[config.mk]
export PLATFORM = sky130hd
export DESIGN_NAME = stepped_phase_counter_core
export DESIGN_NICKNAME = d
export VERILOG_FILES = /design/src/design/spc_pkg.sv /design/src/design/spc_addsub.sv /design/src/design/stepped_phase_counter_core.sv
export SDC_FILE = /design/constraint.sdc
export NUM_CORES = 1
export LEC_CHECK = 0
export ABC_CLOCK_PERIOD_IN_PS = 9800
export BUFFER_PORTS_ARGS = -buffer_cell sky130_fd_sc_hd__buf_2
export CORE_UTILIZATION = 65
export CTS_CLUSTER_DIAMETER = 80
export DETAILED_ROUTE_END_ITERATION = 12
export HOLD_SLACK_MARGIN = 0.12
export PLACE_DENSITY_LB_ADDON = 0.15
export SKIP_CTS_REPAIR_TIMING = 1
export SLEW_MARGIN = 15
export SYNTH_ARGS = -nofsm -noshare
export SYNTH_HDL_FRONTEND = slang
export SYNTH_SLANG_ARGS = --single-unit
[constraint.sdc]
create_clock -name clk -period 9.8 [get_ports clk]
set_input_delay 0 -clock clk [delete_from_list [all_inputs] [get_ports clk]]
set_output_delay 0 -clock clk [all_outputs]
set_load 0.02 [all_outputs]
[src/design/spc_pkg.sv]
// shared types and constants of the stepped phase counter
`default_nettype none

package spc_pkg;

  // fixed field widths
  localparam int STEP_CNT_W = 13;
  localparam int REQ_W      = 2;
  localparam int CFG_IDX_W  = 2;
  localparam int CFG_DATA_W = 13;
  localparam int OUT_USER_W = 2;

  // request kinds carried on in_tuser
  localparam logic [REQ_W-1:0] REQ_TICK  = 2'd0;
  localparam logic [REQ_W-1:0] REQ_RESET = 2'd1;
  localparam logic [REQ_W-1:0] REQ_SET   = 2'd2;

  // configuration register indexes
  localparam logic [CFG_IDX_W-1:0] REG_STEP_COUNT = 2'd0;
  localparam logic [CFG_IDX_W-1:0] REG_COUNT_DOWN = 2'd1;
  localparam logic [CFG_IDX_W-1:0] REG_OPEN_RANGE = 2'd2;

  localparam logic [STEP_CNT_W-1:0] STEP_COUNT_RST = 13'd128;

  // sequencer states
  typedef enum logic [1:0] {
    ST_IDLE,
    ST_DIV,
    ST_MUL,
    ST_HOLD
  } spc_state_t;

endpackage

`default_nettype wire

[src/design/spc_addsub.sv]
// shared add/subtract unit used by the divide and multiply sequences
`default_nettype none

module spc_addsub #(
  parameter int W = 14
) (
  input  wire logic [W-1:0] a,
  input  wire logic [W-1:0] b,
  input  wire logic         sub,
  output logic      [W-1:0] res,
  output logic              carry
);

  logic [W:0] sum;

  // a + b, or a - b as a + ~b + 1; carry high on subtract means no borrow
  assign sum   = {1'b0, a} + {1'b0, (b ^ {W{sub}})} + {{W{1'b0}}, sub};
  assign res   = sum[W-1:0];
  assign carry = sum[W];

endmodule

`default_nettype wire

[src/design/stepped_phase_counter_core.sv]
// stepped phase counter: modulo step index with fractional phase readout
//
//  channel | direction | tdata / data                | tuser / index
//  --------+-----------+-----------------------------+-----------------------------
//  in_     | slave     | phase_frac                  | req_type
//  out_    | master    | phase_value                 | cycle_end, phase_error
//  cfg_    | slave     | register value              | register index
//
// a tick whose index lies below n runs a restoring divide (one bit of the
// restoring divide per cycle through the shared adder); a set phase with a
// fraction below 1.0 runs a shift-add multiply; other requests go straight
// to the hold state. in_tready is high only while the sequencer is idle.
// a finished result waits in the hold state while the output register is full.
// reset (rst_n low, synchronous) restores the register defaults and index 0.
`default_nettype none

module stepped_phase_counter_core #(
  parameter int MAX_STEPS = 4096,
  parameter int FRAC_BITS = 16
) (
  input  wire logic                                          clk,
  input  wire logic                                          rst_n,
  // input items
  input  wire logic                                          in_tvalid,
  output logic                                               in_tready,
  input  wire logic [((FRAC_BITS+8)/8)*8-1:0]                in_tdata,  // phase_frac
  input  wire logic [spc_pkg::REQ_W-1:0]                     in_tuser,  // req_type
  // result items
  output logic                                               out_tvalid,
  input  wire logic                                          out_tready,
  output logic      [((FRAC_BITS+8)/8)*8-1:0]                out_tdata, // phase_value
  output logic      [spc_pkg::OUT_USER_W-1:0]                out_tuser, // cycle_end, phase_error
  // configuration writes
  input  wire logic                                          cfg_valid,
  output logic                                               cfg_ready,
  input  wire logic [spc_pkg::CFG_IDX_W-1:0]                 cfg_index,
  input  wire logic [spc_pkg::CFG_DATA_W-1:0]                cfg_data
);

  import spc_pkg::*;

  localparam int IW  = $clog2(MAX_STEPS);
  localparam int SW  = $clog2(MAX_STEPS + 1);
  localparam int FW  = FRAC_BITS + 1;
  localparam int DW  = ((FRAC_BITS + 8) / 8) * 8;
  localparam int CNW = $clog2(FRAC_BITS + 1);
  localparam int UW  = SW + 1;

  localparam logic [FW-1:0]  ONE_Q    = {1'b1, {FRAC_BITS{1'b0}}};
  localparam logic [CNW-1:0] LAST_CNT = CNW'(FRAC_BITS - 1);

  // registers
  spc_state_t               state_r, state_nxt;
  logic [STEP_CNT_W-1:0]    step_count_r;
  logic                     count_down_r;
  logic                     open_range_r;
  logic [IW-1:0]            idx_r, idx_nxt;
  logic [SW-1:0]            rem_r, rem_nxt;         // divide remainder / multiply sum
  logic [FRAC_BITS-1:0]     sh_r, sh_nxt;           // quotient bits / multiplier bits
  logic [CNW-1:0]           cnt_r, cnt_nxt;
  logic [FW-1:0]            res_value_r, res_value_nxt;
  logic                     res_end_r, res_end_nxt;
  logic                     res_err_r, res_err_nxt;
  logic                     out_tvalid_r;
  logic [FW-1:0]            out_value_r;
  logic                     out_end_r;
  logic                     out_err_r;

  logic                     in_acc;
  logic                     out_free;
  logic [SW-1:0]            eff_s;
  logic [SW-1:0]            n_div;
  logic [FW-1:0]            frac;
  logic [UW-1:0]            u_a, u_b, u_res;
  logic                     u_sub, u_carry;

  assign in_acc   = in_tvalid && in_tready;
  assign out_free = !out_tvalid_r || out_tready;
  assign frac     = in_tdata[FW-1:0];

  // effective step count, saturated to [3, MAX_STEPS], and the divisor n
  always_comb begin
    if (step_count_r < STEP_CNT_W'(3)) begin
      eff_s = SW'(3);
    end else if (32'(step_count_r) > MAX_STEPS) begin
      eff_s = SW'(MAX_STEPS);
    end else begin
      eff_s = SW'(step_count_r);
    end
    n_div = open_range_r ? eff_s : eff_s - SW'(1);
  end

  // shared unit operands
  always_comb begin
    if (state_r == ST_DIV) begin
      u_a   = {rem_r, 1'b0};
      u_b   = {1'b0, n_div};
      u_sub = 1'b1;
    end else begin
      u_a   = {1'b0, rem_r};
      u_b   = sh_r[0] ? {1'b0, n_div} : '0;
      u_sub = 1'b0;
    end
  end

  spc_addsub #(.W(UW)) u_addsub (
    .a     (u_a),
    .b     (u_b),
    .sub   (u_sub),
    .res   (u_res),
    .carry (u_carry)
  );

  // next state
  always_comb begin
    state_nxt = state_r;
    unique case (state_r)
      ST_IDLE: begin
        if (in_acc) begin
          if (in_tuser == REQ_TICK && 32'(idx_r) < 32'(n_div)) begin
            state_nxt = ST_DIV;
          end else if (in_tuser == REQ_SET && frac < ONE_Q) begin
            state_nxt = ST_MUL;
          end else begin
            state_nxt = ST_HOLD;
          end
        end
      end
      ST_DIV, ST_MUL: begin
        if (cnt_r == LAST_CNT) begin
          state_nxt = ST_HOLD;
        end
      end
      ST_HOLD: begin
        if (out_free) begin
          state_nxt = ST_IDLE;
        end
      end
      default: state_nxt = ST_IDLE;
    endcase
  end

  // datapath updates
  always_comb begin
    idx_nxt       = idx_r;
    rem_nxt       = rem_r;
    sh_nxt        = sh_r;
    cnt_nxt       = cnt_r;
    res_value_nxt = res_value_r;
    res_end_nxt   = res_end_r;
    res_err_nxt   = res_err_r;
    unique case (state_r)
      ST_IDLE: begin
        if (in_acc) begin
          res_value_nxt = '0;
          res_end_nxt   = 1'b0;
          res_err_nxt   = 1'b0;
          cnt_nxt       = '0;
          rem_nxt       = '0;
          sh_nxt        = '0;
          case (in_tuser)
            REQ_TICK: begin
              // readout of the current index, clamped at 1.0 when idx >= n
              rem_nxt = SW'(idx_r);
              if (32'(idx_r) >= 32'(n_div)) begin
                res_value_nxt = ONE_Q;
              end
              // advance the index with wrap
              if (count_down_r) begin
                if (idx_r == '0) begin
                  idx_nxt     = IW'(eff_s - SW'(1));
                  res_end_nxt = 1'b1;
                end else begin
                  idx_nxt = idx_r - IW'(1);
                end
              end else begin
                if (32'(idx_r) + 1 < 32'(eff_s)) begin
                  idx_nxt = idx_r + IW'(1);
                end else begin
                  idx_nxt     = '0;
                  res_end_nxt = 1'b1;
                end
              end
            end
            REQ_RESET: begin
              idx_nxt = count_down_r ? IW'(eff_s - SW'(1)) : '0;
            end
            REQ_SET: begin
              if (frac > ONE_Q) begin
                res_err_nxt = 1'b1;
              end else if (frac == ONE_Q) begin
                idx_nxt = open_range_r ? '0 : IW'(n_div);
              end else begin
                sh_nxt = frac[FRAC_BITS-1:0];
              end
            end
            default: begin
            end
          endcase
        end
      end
      ST_DIV: begin
        // one quotient bit per cycle, remainder stays below n
        if (u_carry) begin
          rem_nxt = u_res[SW-1:0];
        end else begin
          rem_nxt = u_a[SW-1:0];
        end
        sh_nxt  = {sh_r[FRAC_BITS-2:0], u_carry};
        cnt_nxt = cnt_r + CNW'(1);
        if (cnt_r == LAST_CNT) begin
          res_value_nxt = {1'b0, sh_r[FRAC_BITS-2:0], u_carry};
        end
      end
      ST_MUL: begin
        // lsb-first shift-add, sum shifted right each step
        rem_nxt = u_res[SW:1];
        sh_nxt  = {1'b0, sh_r[FRAC_BITS-1:1]};
        cnt_nxt = cnt_r + CNW'(1);
        if (cnt_r == LAST_CNT) begin
          idx_nxt = IW'(u_res[SW:1]);
        end
      end
      ST_HOLD: begin
      end
      default: begin
      end
    endcase
  end

  // registers
  always_ff @(posedge clk) begin
    if (!rst_n) begin
      state_r      <= ST_IDLE;
      step_count_r <= STEP_COUNT_RST;
      count_down_r <= 1'b0;
      open_range_r <= 1'b0;
      idx_r        <= '0;
      out_tvalid_r <= 1'b0;
    end else begin
      state_r <= state_nxt;
      idx_r   <= idx_nxt;
      // configuration writes
      if (cfg_valid && cfg_ready) begin
        unique case (cfg_index)
          REG_STEP_COUNT: step_count_r <= cfg_data[STEP_CNT_W-1:0];
          REG_COUNT_DOWN: count_down_r <= cfg_data[0];
          REG_OPEN_RANGE: open_range_r <= cfg_data[0];
          default: begin
          end
        endcase
      end
      // output register
      if (state_r == ST_HOLD && out_free) begin
        out_tvalid_r <= 1'b1;
      end else if (out_tready) begin
        out_tvalid_r <= 1'b0;
      end
    end
  end

  // payload registers
  always_ff @(posedge clk) begin
    rem_r       <= rem_nxt;
    sh_r        <= sh_nxt;
    cnt_r       <= cnt_nxt;
    res_value_r <= res_value_nxt;
    res_end_r   <= res_end_nxt;
    res_err_r   <= res_err_nxt;
    if (state_r == ST_HOLD && out_free) begin
      out_value_r <= res_value_r;
      out_end_r   <= res_end_r;
      out_err_r   <= res_err_r;
    end
  end

  // ports
  assign in_tready  = (state_r == ST_IDLE);
  assign cfg_ready  = 1'b1;
  assign out_tvalid = out_tvalid_r;
  assign out_tdata  = DW'(out_value_r);
  assign out_tuser  = {out_err_r, out_end_r};

endmodule

`default_nettype wire

==> results.md, run 1 <==
- Outcome: completed
- N_diodes: 0
- Top-count cell post-synth: nand2_1
- Hold Vio Cnt, Final: 0
- WP buf/inv: 1
- Psw: 1.16 mW
- FF-to-FF setup slack: 4.12 ns
- Pin count of the biggest net entering global routing: 56
- Clock share of power: 0.144
- Final wirelength: 20.0 mm
- RePlAce Congestion: 0.936
- Critical path launch point type: flop
- GR Overflow Total: 0
- Pre-CTS setup slack: 4.29 ns
- Top_reg_cell synth: edfxtp_1
- Skew final: 0.0128 ns
- CP Cell Sequence: inv_1 -> a41oi_2 -> ha_1 -> nand2_1 -> nor2_1 -> nand2_1 -> nor2_1 -> xnor2_1 -> mux2_2 -> ha_1 -> a211oi_1 -> a21boi_0 -> a32o_1 -> a311o_1 -> and2_1 -> a21o_1 -> a22o_1
- Clock Latency Late Sink: 0.36 ns
- DRT met1 WL: 8.04 mm
- R2R depth: 17
- Worst vdd ir: 212 µV
- Metal2 WL: 9.65 mm
- Worst Setup End Kind: flop
- Pins Over Slew Limit: 0
- Die W: 109 µm
- CTS root buffer: clkbuf_16
- Min-delay src: cfg_index[1]
- Synth Warn #: 0
- Share of the yosys chip area belonging to registers: 0.372
- Hold Crit Class: input pin to flop
- CTS sink count: 102
- Vias: 6655
- Nets@finish: 956
- Final Non-Filler Cells: 1003
- Synthesis-to-layout area growth: 12.7%
- RSZ-0062 raised after global routing: no
- Leakage: 3.49 nW
- Slowest stage delay, CP: 0.78 ns
- Power, Total: 2.56 mW
- Starting Density: 0.676
- Reg2reg end: sh_r[0]
- Die Footprint: 11900 µm²
- Synth unique cells: 86
- First-pass iteration count of the detailed router: 8
- Critical Path Slowest Stage Cell: dfxtp_1
- Syn Std Cell Area: 7430 µm²
- Vias in the first global route: 6130
- Post-synth EDFFs: 72
- CP top delay family: compound AO/OA/AOI/OAI gates
- Fin crit period: 5.68 ns
- Final setup vio count: 0
- Synthesized flop and latch total: 102
- P_int: 1.40 mW
- Max Cap Viol: 0
- Global-route wire length before repair: 30.3 mm
- Die Ht: 109 µm
- Rows: 38
- Share of power burned in registers: 0.311
- Most frequent cells after synthesis: nand2_1, edfxtp_1, ha_1, a21oi_1, nor2_1
- Core area: 11000 µm²
- Min setup slack post-route: 4.12 ns
- H-tree levels: 3
- CTS clk-pin slew, worst paths: 0.08 ns
- Met3 routed WL: 1.49 mm
- Crit path max fanout: 22
- Hold path cells: 4
- Logic pwr share: 0.545
- TritonCTS clock tree: yes
- Clock buffer depth: 2
- Placed cell count: 950
- Cells after Synth: 794
- Utilization after layout: 0.762
- Post-route DRC violation count: 0
- Share of layout cells above drive strength 1: 0.151
- DRT iter0 DRCs: 623
- All-layer global routing usage: 0.335
- Share of the synthesized area in the top cell type: 0.291
- Tcrit/Tclk final: 0.579
- Post-synth top area cell: edfxtp_1
- Worst EP arrival: 5.80 ns
- Ports: 75
- PD cells: 306 nW/µm²
- Final setup TNS: 0 ns
- Post-synth ARST share: 0
- Max Freq: 0.176 GHz
- Post-DR wirelength/cell: 20.0 µm
- I/O Buffers: 59
- Reg2reg start: step_count_r[12]
- Worst Hold Path EP: open_range_r
- CTS Buf Count: 9
- CP required: 9.92 ns
- Hpwl dp: 13.7 mm
- Setup CP Type: flop to flop
- Relative slew slack: 0.379
- Initial antenna violation count: 0
- Top Layer Used: met4
- Switching share of power: 0.453
- Synth top area cells: edfxtp_1, ha_1, dfxtp_1, nand2_1, mux2_2
- Post-route ant nets: 0
- Avg Cell Area, Syn: 9.36 µm²
- Tightest Pin Transition: 0.920 ns
- Vias/cell: 6.64
metal layers:
metal / global-route usage / vias to the layer above
li1: - / 3061
met5: 0 / -
met3: 0.0574 / 76
met1: 0.420 / 3150
met4: 0.170 / 0
met2: 0.553 / 368
layout make-up:
| class | count | area [µm²] |
|---|---|---|
| fillers | 758 | 2610 |
| flip-flops and latches | 102 | 2760 |
| well taps | 140 | 175 |
| repair buffers | 104 | 726 |
| inverters | 32 | 120 |
| clock inverters | 7 | 76.3 |
| multi-input cells | 609 | 4290 |
| clock buffers | 9 | 225 |
metrics by stage:
| step | area, µm² | hold WS (ns) |
|---|---|---|
| after global placement | 7700 | 0.219 |
| after floorplan | 7450 | 0.124 |
| after detailed placement | 7700 | 0.225 |
| after global routing | 8370 | 0.155 |
| final | 8370 | 0.116 |
| after CTS | 8000 | -0.141 |
cells in the final DEF, fill, tap and decap left out, types with 5 or more instances in the layout:
cell	count
nand2_1	80
edfxtp_1	72
buf_2	59
ha_1	51
a21oi_1	47
nor2_1	40
dlygate4sd3_1	37
o21ai_0	32
inv_1	31
dfxtp_1	30
xnor2_1	27
mux2_2	24
nand3_1	24
and2_1	24
nor2b_1	18
nor3_1	17
a21o_1	16
a22o_1	15
mux2i_1	13
a31oi_1	12
xor2_1	12
nand2b_1	10
and3_1	9
clkbuf_16	9
nand4_1	8
nor4_1	8
conb_1	8
buf_4	8
a211oi_1	7
o22ai_1	7
o211ai_1	6
o221ai_1	6
o31ai_1	5
how the worst max path moves through the flow:
stage,depth (start not counted),endpoint,from
after floorplan,21,sh_r[0],step_count_r[2]
after global placement,17,sh_r[0],step_count_r[12]
after detailed placement,17,sh_r[0],step_count_r[12]
after CTS,17,sh_r[0],step_count_r[12]
after global routing,17,sh_r[0],step_count_r[12]
final,17,sh_r[0],step_count_r[12]
registers in the layout, summed over array words and instances (netlist names), 2 cells and up:
signal        flops
cnt_r             5
idx_r            12
out_value_r      17
sh_r             16
step_count_r     13
state_r           2
rem_r            13
res_value_r      17
tightest hold or removal path, delay by kind of cell:
kind,cells,cell delay (ns)
AO/OA/AOI/OAI,1,0.07
buffers and inverters,1,0.10
AND/OR/NAND/NOR,2,0.26
power groups by stage:
stage | Clock, mW | Sequential, mW | Combinational (mW)
after floorplan | 0 | 0.734 | 1.08
after global placement | 0 | 0.788 | 1.28
after detailed placement | 0 | 0.798 | 1.33
after CTS | 0.367 | 0.790 | 1.35
after global routing | 0.387 | 0.814 | 1.52
final | 0.369 | 0.797 | 1.39
cell families after synthesis:
family | count (synthesis) | synth area share
AOI/OAI and AO/OA | 203 | 0.190
other | 2 | 0.00101
muxes | 37 | 0.0539
adders and majority gates | 53 | 0.0901
DFF | 102 | 0.372
buffers and inverters | 89 | 0.0562
xor gates and xnor gates | 39 | 0.0460
and+or+nand+nor | 269 | 0.191
(Power assumes the default switching activity.)
==> run 2: changes to the inputs <==
--- a/config.mk
+++ b/config.mk
@@ -5,9 +5,10 @@
 export SDC_FILE = /design/constraint.sdc
 export NUM_CORES = 1
 export LEC_CHECK = 0
-export ABC_CLOCK_PERIOD_IN_PS = 9800
+export ABC_AREA = 1
+export ABC_CLOCK_PERIOD_IN_PS = 4800
 export BUFFER_PORTS_ARGS = -buffer_cell sky130_fd_sc_hd__buf_2
-export CORE_UTILIZATION = 65
+export CORE_UTILIZATION = 55
 export CTS_CLUSTER_DIAMETER = 80
 export DETAILED_ROUTE_END_ITERATION = 12
 export HOLD_SLACK_MARGIN = 0.12
==> constraint.sdc (replaced) <==
create_clock -name clk -period 4.8 [get_ports clk]
set_input_delay 0 -clock clk [delete_from_list [all_inputs] [get_ports clk]]
set_output_delay 0 -clock clk [all_outputs]
set_load 0.02 [all_outputs]
==> results.md, run 2 <==
- Top-count cell post-synth: nand2_1
- Post-route ant nets: 0
- Synthesis-to-layout area growth: 14.2%
- Nets@finish: 1157
- Outcome: completed
- Share of layout cells above drive strength 1: 0.148
- Leakage: 3.94 nW
- Vias in the first global route: 6015
- Largest regs: out_value_r: 17 flops, res_value_r: 17 flops, sh_r: 16 flops
- PD cells: 649 nW/µm²
- Clock share of power: 0.126
- Hold Vio Cnt, Final: 0
- Fin crit period: 4.47 ns
- RePlAce Congestion: 0.946
- Worst EP arrival: 4.58 ns
- Critical Path Slowest Stage Cell: dfxtp_1
- Initial antenna violation count: 0
- Syn Std Cell Area: 7460 µm²
- Vias: 6861
- Slowest stage delay, CP: 0.37 ns
- Logic pwr share: 0.591
- Synth Warn #: 0
- Relative slew slack: 0.277
- Final wirelength: 19.7 mm
- Most frequent cells in the layout: nand2_1, inv_1, nor2_1, o21ai_0, a21oi_1
- CTS Buf Count: 9
- Clock Latency Late Sink: 0.36 ns
- Top_reg_cell synth: edfxtp_1
- Final setup vio count: 0
- Post-synth ARST share: 0
- CTS sink count: 102
- Crit-path most repeated cell: nand2_1
- Post-synth EDFFs: 72
- Psw: 2.73 mW
- Post-DR wirelength/cell: 15.9 µm
- Min setup slack post-route: 0.327 ns
- Max Cap Viol: 0
- P_int: 2.80 mW
- DRT iter0 DRCs: 625
- Tcrit/Tclk final: 0.932
- RSZ-0062 raised after global routing: no
- Die Footprint: 14000 µm²
- Hpwl dp: 14.4 mm
- Die W: 118 µm
- Synth top area cells: edfxtp_1, nand2_1, ha_1, dfxtp_1, inv_1
- Switching share of power: 0.494
- Synthesized flop and latch total: 102
- Most frequent cells after synthesis: nand2_1, inv_1, nor2_1, o21ai_0, a21oi_1
- Post-synth top area cell: edfxtp_1
- GR Overflow Total: 0
- H-tree levels: 3
- Hold Crit Class: input pin to flop
- N_diodes: 0
- Max Freq: 0.224 GHz
- Post-route DRC violation count: 0
- Starting Density: 0.563
- Worst Setup End Kind: flop
- All-layer global routing usage: 0.277
- Setup CP Type: flop to flop
- Share of the yosys chip area belonging to registers: 0.370
- Die Ht: 118 µm
- Power, Total: 5.53 mW
- Pre-CTS setup slack: 0.366 ns
- Cells after Synth: 979
- First-pass iteration count of the detailed router: 5
- Vias/cell: 5.53
- Skew final: 0.00931 ns
- Ports: 75
- Pins Over Slew Limit: 0
- TritonCTS clock tree: yes
- Share of power burned in registers: 0.283
- Synth unique cells: 52
- CP required: 4.91 ns
- Share of the synthesized area in the top cell type: 0.290
- Core area: 13200 µm²
- Pin count of the biggest net entering global routing: 47
- Final setup TNS: 0 ns
- Avg Cell Area, Syn: 7.62 µm²
- Rows: 42
- Crit path max fanout: 7
- Clock buffer depth: 2
- Leading cell type in the layout, fill and taps excluded: nand2_1
- I/O Buffers: 59
- Critical path launch point type: flop
- Hold_ws: 0.119 ns
- Worst vdd ir: 296 µV
- Global-route wire length before repair: 30.4 mm
- Tightest Pin Transition: 1.08 ns
- CTS clk-pin slew, worst paths: 0.07 ns
- CTS root buffer: clkbuf_16
run 2: layout make-up:
| class | instances | area (µm²) |
|---|---|---|
| Tap cell | 176 | 220 |
| Sequential cell | 102 | 2760 |
| Inverter | 114 | 428 |
| Fill cell | 1199 | 4730 |
| Clock buffer | 11 | 233 |
| Clock inverter | 5 | 42.5 |
| Timing Repair Buffer | 107 | 748 |
| Multi-Input combinational cell | 725 | 4080 |
run 2: power groups by stage:
stage	combinational [mW]	clock [mW]	sequential, mW
6_report	3.27	0.696	1.56
5_1_grt	3.65	0.728	1.60
4_1_cts	3.18	0.702	1.56
3_5_place_dp	3.15	0	1.58
3_3_place_gp	3.13	0	1.57
2_1_floorplan	2.45	0	1.52
run 2: path summary, 6_finish.rpt:
check | startpoint | to | slack [ns] | cells past startpoint
worst min register to register | res_value_r[16] | out_value_r[16] | 0.42 | 0
worst max-delay path | step_count_r[4] | rem_r[11] | 0.33 | 31
worst max register to register | step_count_r[4] | rem_r[11] | 0.33 | 31
worst min-delay path | rst_n | state_r[1] | 0.12 | 3
run 2: stage by stage:
stage	utilization	cell area [µm²]	cells
floorplan	-	7480	985
global placement	0.594	7860	1187
detailed placement	0.594	7860	1187
CTS	0.614	8140	1203
global route	0.643	8520	1240
finish	0.643	8520	1240
run 2: critical path: cells and delay by family, from the launching register on:
family | cells | cell delay (ns)
adder cells (fa/ha/maj) | 2 | 0.45
AO/OA/AOI/OAI | 8 | 1.33
AND/OR/NAND/NOR | 16 | 1.45
XOR/XNOR | 1 | 0.31
flip-flops | 1 | 0.37
buffers and inverters | 4 | 0.33
run 2: kinds of logic after synthesis:
logic type | after synthesis | synth area share
buf+inv | 158 | 0.0880
flops | 102 | 0.370
compound gates | 223 | 0.173
xor+xnor | 31 | 0.0374
fa+ha+maj | 52 | 0.0882
other cells | 2 | 0.00101
simple gates | 411 | 0.242
run 2: layer usage:
metal,GRT usage,up-vias,share of wire
met5,0,-,0
met4,0.0949,0,0.029
met3,0.0299,42,0.063
met2,0.434,287,0.45
met1,0.399,3089,0.46
li1,-,3443,-
==> run 3: changes to the inputs <==
--- a/config.mk
+++ b/config.mk
@@ -17,4 +17,5 @@
 export SLEW_MARGIN = 15
 export SYNTH_ARGS = -nofsm -noshare
 export SYNTH_HDL_FRONTEND = slang
+export SYNTH_HIERARCHICAL = 1
 export SYNTH_SLANG_ARGS = --single-unit
==> results.md, run 3 <==
- Outcome: completed
- Hpwl dp: 14.5 mm
- Starting Density: 0.561
- Die Ht: 121 µm
- Post-route ant nets: 0
- All-layer global routing usage: 0.270
- Final wirelength: 19.6 mm
- Crit path max fanout: 7
- TritonCTS clock tree: yes
- Nets@finish: 1231
- Largest regs: out_value_r: 17 flops, res_value_r: 17 flops, sh_r: 16 flops
- DRT iter0 DRCs: 562
- H-tree levels: 3
- WP depth: 27
- Fin crit period: 4.53 ns
- WP buf/inv: 5
- Pre-CTS setup slack: 0.108 ns
- PD cells: 660 nW/µm²
- Cells after Synth: 1044
- Synthesized flop and latch total: 102
- Worst vdd ir: 649 µV
- CP required: 4.89 ns
- Skew final: 0.00878 ns
- Share of layout cells above drive strength 1: 0.150
- Psw: 2.96 mW
- Synth Warn #: 6
- Leakage: 4.30 nW
- First-pass iteration count of the detailed router: 7
- Top_reg_cell synth: edfxtp_1
- Pins Over Slew Limit: 0
- Setup crit start: step_count_r[8]
- Share of the yosys chip area belonging to registers: 0.356
- Ports: 75
- Avg Cell Area, Syn: 7.43 µm²
- Utilization after layout: 0.650
- Tcrit/Tclk final: 0.945
- Share of the synthesized area in the top cell type: 0.279
- Max Cap Viol: 0
- Top-count cell post-synth: nand2_1
- CTS sink count: 102
- Critical Path Slowest Stage Cell: dfxtp_2
- Rows: 43
- Post-DR wirelength/cell: 14.9 µm
- I/O Buffers: 59
- Post-synth EDFFs: 72
- Syn Std Cell Area: 7760 µm²
- CTS root buffer: clkbuf_16
- Worst EP arrival: 4.62 ns
- Initial antenna violation count: 0
- Clock buffer depth: 2
- P_int: 2.97 mW
- CP endpoint: rem_r[5]
- Max Freq: 0.221 GHz
- Reg2reg start: step_count_r[8]
- Setup CP Type: flop to flop
- Share of power burned in registers: 0.261
- Synth top area cells: edfxtp_1, nand2_1, ha_1, dfxtp_1, inv_1
- Post-synth ARST share: 0
- Clock Latency Late Sink: 0.36 ns
- RePlAce Congestion: 0.911
- Vias: 7150
- Relative slew slack: 0.525
- Hold Crit Class: input pin to flop
- FF-to-FF setup slack: 0.27 ns
- Die W: 121 µm
- Critical path launch point type: flop
- Most frequent cells after synthesis: nand2_1, inv_1, nor2_1, edfxtp_1, o21ai_0
- Synthesis-to-layout area growth: 15.8%
- Slowest stage delay, CP: 0.39 ns
- Post-synth top area cell: edfxtp_1
- CTS Buf Count: 9
- Hold Vio Cnt, Final: 0
- Power, Total: 5.93 mW
- Vias in the first global route: 6376
- Global-route wire length before repair: 31.0 mm
- CTS clk-pin slew, worst paths: 0.07 ns
- Crit-path most repeated cell: nand2_2
- Final setup vio count: 0
- Most frequent cells in the layout: nand2_1, inv_1, nor2_1, edfxtp_1, o21ai_0
- Clock share of power: 0.134
- CP top delay family: simple AND/OR/NAND/NOR gates
- Logic pwr share: 0.605
- Switching share of power: 0.499
- Post-route DRC violation count: 0
- Reg2reg end: rem_r[5]
- Worst Setup End Kind: flop
- Pin count of the biggest net entering global routing: 57
- Synth unique cells: 54
- Final Non-Filler Cells: 1317
- Leading cell type in the layout, fill and taps excluded: nand2_1
- Tightest Pin Transition: 0.705 ns
- Die Footprint: 14600 µm²
- Placed cell count: 1253
- GR Overflow Total: 0
- Core area: 13800 µm²
- Vias/cell: 5.43
- R2R depth: 27
- N_diodes: 0
- Min setup slack post-route: 0.265 ns
## run 3: cell families after synthesis
group                    Yosys count  share of synthesized area
AND/OR/NAND/NOR                  451                      0.252
buffers and inverters            189                     0.0988
XOR/XNOR                          40                     0.0451
AO/OA/AOI/OAI                    207                      0.160
flip-flops                       102                      0.356
adder cells (fa/ha/maj)           53                     0.0864
other                              2                   0.000968
## run 3: how the worst min path moves through the flow
stage,end,slack [ns],cells past startpoint,start
3_3_place_gp,step_count_r[7],0.21,3,cfg_data[7]
3_5_place_dp,step_count_r[7],0.22,3,cfg_data[7]
6_report,step_count_r[7],0.07,2,rst_n
2_1_floorplan,step_count_r[7],0.13,2,cfg_data[7]
5_1_grt,step_count_r[7],0.13,2,rst_n
4_1_cts,step_count_r[7],-0.15,3,cfg_data[7]
## run 3: worst register-to-register path: cells and delay by family, from the launching register on
kind / cells / cell delay (ns)
simple gates: 14 / 1.55
compound gates: 4 / 0.79
buf+inv: 5 / 0.59
fa+ha+maj: 2 / 0.58
flops: 1 / 0.39
xor+xnor: 2 / 0.38
## run 3: metrics by stage
| step | hold slack, ns | TNS, ns | area [µm²] |
|---|---|---|---|
| 2_1_floorplan | 0.126 | 0 | 7790 |
| 3_3_place_gp | 0.213 | 0 | 8180 |
| 3_5_place_dp | 0.217 | 0 | 8180 |
| 4_1_cts | -0.153 | 0 | 8500 |
| 5_1_grt | 0.127 | -0.0386 | 8990 |
| 6_report | 0.0750 | 0 | 8990 |
## run 3: area by class of cell
cell class	count	area (µm²)
Tap cell	180	225
Inverter	137	518
Fill cell	1207	4840
Timing Repair Buffer	122	863
Multi-Input combinational cell	760	4290
Clock buffer	9	225
Clock inverter	7	93.8
Sequential cell	102	2770
## run 3: power groups by stage
| stage | sequential [mW] | clock (mW) | combinational, mW |
|---|---|---|---|
| 2_1_floorplan | 1.51 | 0 | 2.68 |
| 3_3_place_gp | 1.55 | 0 | 3.42 |
| 3_5_place_dp | 1.57 | 0 | 3.45 |
| 4_1_cts | 1.55 | 0.800 | 3.49 |
| 5_1_grt | 1.58 | 0.829 | 4.03 |
| 6_report | 1.55 | 0.792 | 3.59 |
## run 3: metal layers
layer  part of all wire  global-route usage  vias to the layer above
met5                  0                   0                        -
met4              0.021              0.0965                        0
met3              0.051              0.0307                       34
met2               0.46               0.442                      251
met1               0.47               0.369                     3240
li1                   -                   -                     3625
